<file path="src/rtl/tpc_pkg.sv">
// ----------------------------------------------------------------------------
// tpc_pkg: shared types and constants of the trie prefix count engine
// Request codes, table geometry, controller states and command/status structs.
// ----------------------------------------------------------------------------
package tpc_pkg;

  localparam int Nodes     = 4096;
  localparam int Alphabet  = 26;
  localparam int MaxLen    = 32;
  localparam int CountBits = 16;

  localparam int NodeW  = $clog2(Nodes);
  localparam int SymW   = 5;
  localparam int SlotW  = $clog2(Nodes * Alphabet);
  localparam int PathW  = $clog2(MaxLen);
  localparam int PlenW  = $clog2(MaxLen + 2);
  localparam int UsedW  = $clog2(Nodes + 1);

  typedef enum logic [1:0] {
    REQ_INSERT = 2'd0,
    REQ_SEARCH = 2'd1,
    REQ_DELETE = 2'd2,
    REQ_COUNT  = 2'd3
  } req_t;

  typedef enum logic [2:0] {
    ST_CLEAR,
    ST_IDLE,
    ST_LOOKUP,
    ST_UPDATE,
    ST_DEL_READ,
    ST_DEL_WRITE,
    ST_RESULT
  } state_t;

  typedef struct packed {
    logic clear_step;   // write one zero into child table, and into count table while in range
    logic latch_item;   // capture incoming letter, read its child slot
    logic lookup;       // read count of the child node
    logic update;       // apply letter to the trie
    logic del_read;     // read count of path entry
    logic del_write;    // write decremented count, advance path index
    logic make_result;  // form result, reset walk state
  } cmd_t;

  typedef struct packed {
    logic clear_done;
    logic is_last;
    logic del_go;       // delete pass needed at end of word
    logic del_done;     // path index reached path length
  } status_t;

  function automatic logic [SlotW-1:0] slot_of(input logic [NodeW-1:0] node,
                                               input logic [SymW-1:0] sym);
    logic [SlotW-1:0] prod;
    prod = SlotW'(node) * SlotW'(Alphabet);
    return prod + SlotW'(sym);
  endfunction

endpackage

</file>
<file path="src/rtl/tpc_ctrl.sv">
// ----------------------------------------------------------------------------
// tpc_ctrl: sequencer of the trie prefix count engine
// Steps through clearing, per-letter lookup/update and the delete pass.
// ----------------------------------------------------------------------------
module tpc_ctrl
  import tpc_pkg::*;
(
  input  logic    clk,
  input  logic    rst,
  input  logic    in_valid,
  output logic    in_ready,
  input  logic    res_busy,
  input  status_t status,
  output cmd_t    cmd
);

  state_t state, state_next;

  always_ff @(posedge clk) begin
    if (rst) begin
      state <= ST_CLEAR;
    end else begin
      state <= state_next;
    end
  end

  always_comb begin
    state_next = state;
    case (state)
      ST_CLEAR:     if (status.clear_done) state_next = ST_IDLE;
      ST_IDLE:      if (in_valid) state_next = ST_LOOKUP;
      ST_LOOKUP:    state_next = ST_UPDATE;
      ST_UPDATE: begin
        if (!status.is_last) state_next = ST_IDLE;
        else if (status.del_go) state_next = ST_DEL_READ;
        else state_next = ST_RESULT;
      end
      ST_DEL_READ:  state_next = status.del_done ? ST_RESULT : ST_DEL_WRITE;
      ST_DEL_WRITE: state_next = ST_DEL_READ;
      ST_RESULT:    if (!res_busy) state_next = ST_IDLE;
      default:      state_next = ST_IDLE;
    endcase
  end

  always_comb begin
    cmd      = '0;
    in_ready = 1'b0;
    case (state)
      ST_CLEAR:     cmd.clear_step = !status.clear_done;
      ST_IDLE: begin
        in_ready       = 1'b1;
        cmd.latch_item = in_valid;
      end
      ST_LOOKUP:    cmd.lookup = 1'b1;
      ST_UPDATE:    cmd.update = 1'b1;
      ST_DEL_READ:  cmd.del_read = !status.del_done;
      ST_DEL_WRITE: cmd.del_write = 1'b1;
      ST_RESULT:    cmd.make_result = !res_busy;
      default:      cmd = '0;
    endcase
  end

`ifndef NO_ASSERTIONS
  a_no_accept_in_clear: assert property (@(posedge clk) disable iff (rst)
    state == ST_CLEAR |-> !in_ready) else $error("input taken during clear");
  a_lookup_follows: assert property (@(posedge clk) disable iff (rst)
    cmd.latch_item |=> state == ST_LOOKUP) else $error("lookup not after accept");
  a_update_follows: assert property (@(posedge clk) disable iff (rst)
    state == ST_LOOKUP |=> cmd.update) else $error("update not after lookup");
`endif

endmodule

</file>
<file path="config.mk">
export PLATFORM = sky130hd
export DESIGN_NAME = tpc_ctrl
export DESIGN_NICKNAME = d
export VERILOG_FILES = /design/src/rtl/tpc_pkg.sv /design/src/rtl/tpc_ctrl.sv
export SDC_FILE = /design/constraint.sdc
export NUM_CORES = 1
export LEC_CHECK = 0
export ABC_AREA = 1
export BUFFER_PORTS_ARGS = -buffer_cell sky130_fd_sc_hd__buf_4
export CORE_AREA = 2 2 39 41
export CTS_BUF_LIST = sky130_fd_sc_hd__clkbuf_2
export CTS_CLUSTER_DIAMETER = 60
export DETAILED_ROUTE_END_ITERATION = 7
export DIE_AREA = 0 0 41 43
export GPL_TIMING_DRIVEN = 0
export SLEW_MARGIN = 30
export SYNTH_ARGS = -nofsm -noshare
export SYNTH_HDL_FRONTEND = slang
export SYNTH_SLANG_ARGS = --single-unit
</file>
<file path="constraint.sdc">
create_clock -name clk -period 3.6 [get_ports clk]
set_input_delay 1.08 -clock clk [delete_from_list [all_inputs] [get_ports clk]]
set_output_delay 1.08 -clock clk [all_outputs]
set_load 0.005 [all_outputs]
</file>
Word-level counts from Yosys, hierarchy flattened
Index checks and enable logic that the tools add are counted.
Cells by class
  eq/ne operators: 9
  muxes and demuxes: 15
  reductions and logical operators: 5
Operators with widths (number)
  $pmux 3 s7: 1
  $mux 3: 4
  $eq 3x3->1 const B: 3
  $mux 1: 8
  $eq 3x2->1 const B: 2
  $ne 2x2->1 const B: 3
  $mux 2: 2
  $eq 3x1->1 const B: 1
  $logic_not 1->1: 3
  $logic_not 3->1: 1
  $reduce_and 3->1: 1
Word-level totals
  bits in registers: 3
  input bits: 8
  output and inout port bits: 8
  word-level logic and storage cells: 30

Longest topological paths before layout
  word-level depth: 3
  depth in mapped cells: 8

Worst setup path before layout
Ideal clock, no wire load.
  path kind: input to output
  start: in res_busy
  end: out cmd[0] (netlist name)
  arrival: 1376 ps
  path slack: 1144 ps
  stages: 1
  cells stage by stage: nor4_1
On the way
  longest elaborated chain between the ends: 2
Ends and longest elaborated chain
  start: declaration: RTL line tpc_ctrl.sv:12  | input logic res_busy,
  $logic_not 1->1: RTL line tpc_ctrl.sv:58  | ST_RESULT: cmd.make_result = !res_busy;
  $mux 1: RTL line tpc_ctrl.sv:48  | case (state)
  end: declaration: RTL line tpc_ctrl.sv:14  | output cmd_t cmd
No other way between the ends.

==> flow_metrics.env <==
export IMPL_r2r_cells=7
export IMPL_yosys_area_share_simple_pct=51.2
export IMPL_synth_xor_area_share_pct=0
export IMPL_cts_inserted_buffers=3
export IMPL_drtIter0Drc=5
export IMPL_crit_fanout=2
export IMPL_cts_root_buf="clkbuf_2"
export IMPL_total_power_mw=0.119
export IMPL_fmax_mhz=374
export IMPL_fin_skew_ns=0.00272
export IMPL_h_tree_depth=1
export IMPL_ir_drop_uv=79.0
export IMPL_finalCriticalPeriod_ns=2.68
export IMPL_clock_sinks=3
export IMPL_r2r_slack_ns=2.32
export IMPL_antenna_found_initial=0
export IMPL_final_net_count=80
export IMPL_power_leakage_nw=0.273
export IMPL_ant_nets=0
export IMPL_setup_tns_ns=0
export IMPL_placed_area_um2=438
export IMPL_timing_hold_ws_ns=0.655
export IMPL_wl_um=680
export IMPL_whs_endpoint="state[1]$_SDFFE_PP0P_"
export IMPL_largest_register_ffs=3
export IMPL_hp_start="state[1]$_SDFFE_PP0P_"
export IMPL_clk_pin_slew_worst_paths_ns=0.04
export IMPL_min_path_type="flip-flop to flip-flop"
export IMPL_crit_required_ns=2.52
export IMPL_r2r_end="state[1]$_SDFFE_PP0P_"
export IMPL_drv_slew=0
export IMPL_grt_ovfl_total=0
export IMPL_relSlewSlack_pct=79.6
export IMPL_hold_violations=0
export IMPL_end_kind="output port"
export IMPL_port_buffers=15
export IMPL_yosysWarnings=0
export IMPL_holdPathStages=2
export IMPL_syn_num_nets=60
export IMPL_ctsResizeCount=0
export IMPL_grt_pass1_wl_um=1220
export IMPL_gp_congestion=0.739
export IMPL_synth_compound_area_share_pct=7.79
export IMPL_syn_area_per_cell_um2=5.99
export IMPL_vias=356
export IMPL_cts_tree="built"
export IMPL_dpl_hpwl_um=580
export IMPL_worst_setup_path_type="primary input to output port"
export IMPL_drive_gt1_share_pct=45.7
export IMPL_grt_start_max_net_pins=8
export IMPL_reg_top3="state x3"
export IMPL_netlist_instances=51
export IMPL_die_h_um=43
export IMPL_rsz0062_at_grt="no"
export IMPL_synth_cell_types=18
export IMPL_die_area_mm2=0.00176
export IMPL_synthAdderAreaFrac_pct=4.10
export IMPL_via_per_inst=4.14
export IMPL_drv_cap=0
export IMPL_num_rows=14
export IMPL_n_antenna_cell=0
export IMPL_drt_wirelength_per_cell_um=7.91
export IMPL_io_pins=16
export IMPL_top_register="state"
export IMPL_drc=0
export IMPL_clk_latency_ns=0.20
export IMPL_grtUsageTotal_pct=10.0
export IMPL_p_per_area_mw_per_mm2=259
export IMPL_grt_pass1_vias=319
export IMPL_ys_seq_area_share_pct=19.7
export IMPL_status="finished, final reports clean"
export IMPL_start_util_pct=22.1
export IMPL_final_core_util_pct=33.1
export IMPL_cts_buffer_depth=2
export IMPL_worstMarginPinSlew_ns=0.305
export IMPL_design_core_area_mm2=0.00138
export IMPL_ys_ff_latch=3
export IMPL_post_cts_setup_buffers=0
export IMPL_area_growth_pct=50.0
export IMPL_synthMuxAreaShare_pct=0
export IMPL_syn_area_um2=305
export IMPL_start_kind="primary input"
export IMPL_fin_area_um2=458
export IMPL_cts_hold_buf=0
export IMPL_final_setup_viol_count=0
export IMPL_synth_top_family_by_area="simple AND/OR/NAND/NOR gates"
export IMPL_dr_pass1_iters=4
export IMPL_dieWidth_um=41
export IMPL_post_route_period_util_pct=74.3
export IMPL_cp_arrival_ns=1.60
export IMPL_worstReg2RegStart="state[1]$_SDFFE_PP0P_"
per-layer routing:
layer	track usage, %	wire length (µm)
met1	13.5	320
met4	4.00	0
met5	0	0
met3	3.14	24
met2	14.4	335
how the worst max path moves through the flow:
| stage | start | endpoint | slack [ns] | cells after the start |
|---|---|---|---|---|
| after floorplan | res_busy | cmd[0] | 1.14 | 1 |
| after global placement | res_busy | cmd[0] | 0.91 | 3 |
| after detailed placement | res_busy | cmd[0] | 0.91 | 3 |
| after CTS | res_busy | cmd[0] | 0.92 | 3 |
| after global routing | res_busy | cmd[0] | 0.88 | 3 |
| final | res_busy | cmd[0] | 0.92 | 3 |
synthesized netlist by cell type:
cell type / n / share of area [%]
nand2_2: 2 / 4.1
inv_1: 9 / 11
dfxtp_1: 3 / 20
nor2_2: 3 / 6.1
nand3_1: 5 / 8.2
nand4_2: 1 / 4.1
inv_2: 4 / 4.9
clkinv_1: 1 / 1.2
o21ai_0: 1 / 1.6
nor2_1: 6 / 7.4
nand2_1: 7 / 8.6
nor3_1: 1 / 1.6
o21ai_1: 2 / 3.3
nand3b_1: 1 / 2.5
ha_1: 1 / 4.1
nand3_2: 2 / 6.6
nor4_1: 1 / 2.1
a21oi_2: 1 / 2.9
kinds of logic (layout without fill, tap and decap cells):
group | after synthesis | in the layout
buffers and inverters | 14 | 33
AO/OA/AOI/OAI | 4 | 4
flip-flops | 3 | 3
adder cells (fa/ha/maj) | 1 | 1
AND/OR/NAND/NOR | 29 | 29
metrics by stage:
stage	setup WS, ns	instances
global route	0.879	86
floorplan	1.14	51
finish	0.925	86
CTS	0.918	86
detailed placement	0.915	82
global placement	0.907	82
where the power goes:
group / leakage (nW) / internal, mW / switching [mW]
sequential: 0.0245 / 0.0351 / 0.00236
clock: 0.0166 / 0.0293 / 0.0166
combinational: 0.232 / 0.0168 / 0.0186
cell type report:
cell class	instances	area, µm²
Clock buffer	4	20.0
Multi-Input combinational cell	34	193
Timing Repair Buffer	15	113
Inverter	14	52.6
Fill cell	160	926
Tap cell	16	20.0
Sequential cell	3	60.1
worst max-delay path: stages:
cell and delay (ns):
buf_4 0.12, nor4_1 0.25, buf_4 0.15
cell usage in the layout, fill, tap and decap left out:
cell type / n
nor2_2: 3
nand2_2: 2
nand3_2: 2
buf_4: 15
ha_1: 1
clkinv_1: 1
nor4_1: 1
o21ai_0: 1
nand2_1: 7
a21oi_2: 1
inv_2: 4
clkbuf_2: 4
nand3b_1: 1
dfxtp_1: 3
nor3_1: 1
nand3_1: 5
o21ai_1: 2
nor2_1: 6
inv_1: 9
nand4_2: 1
(Power assumes the default switching activity.)
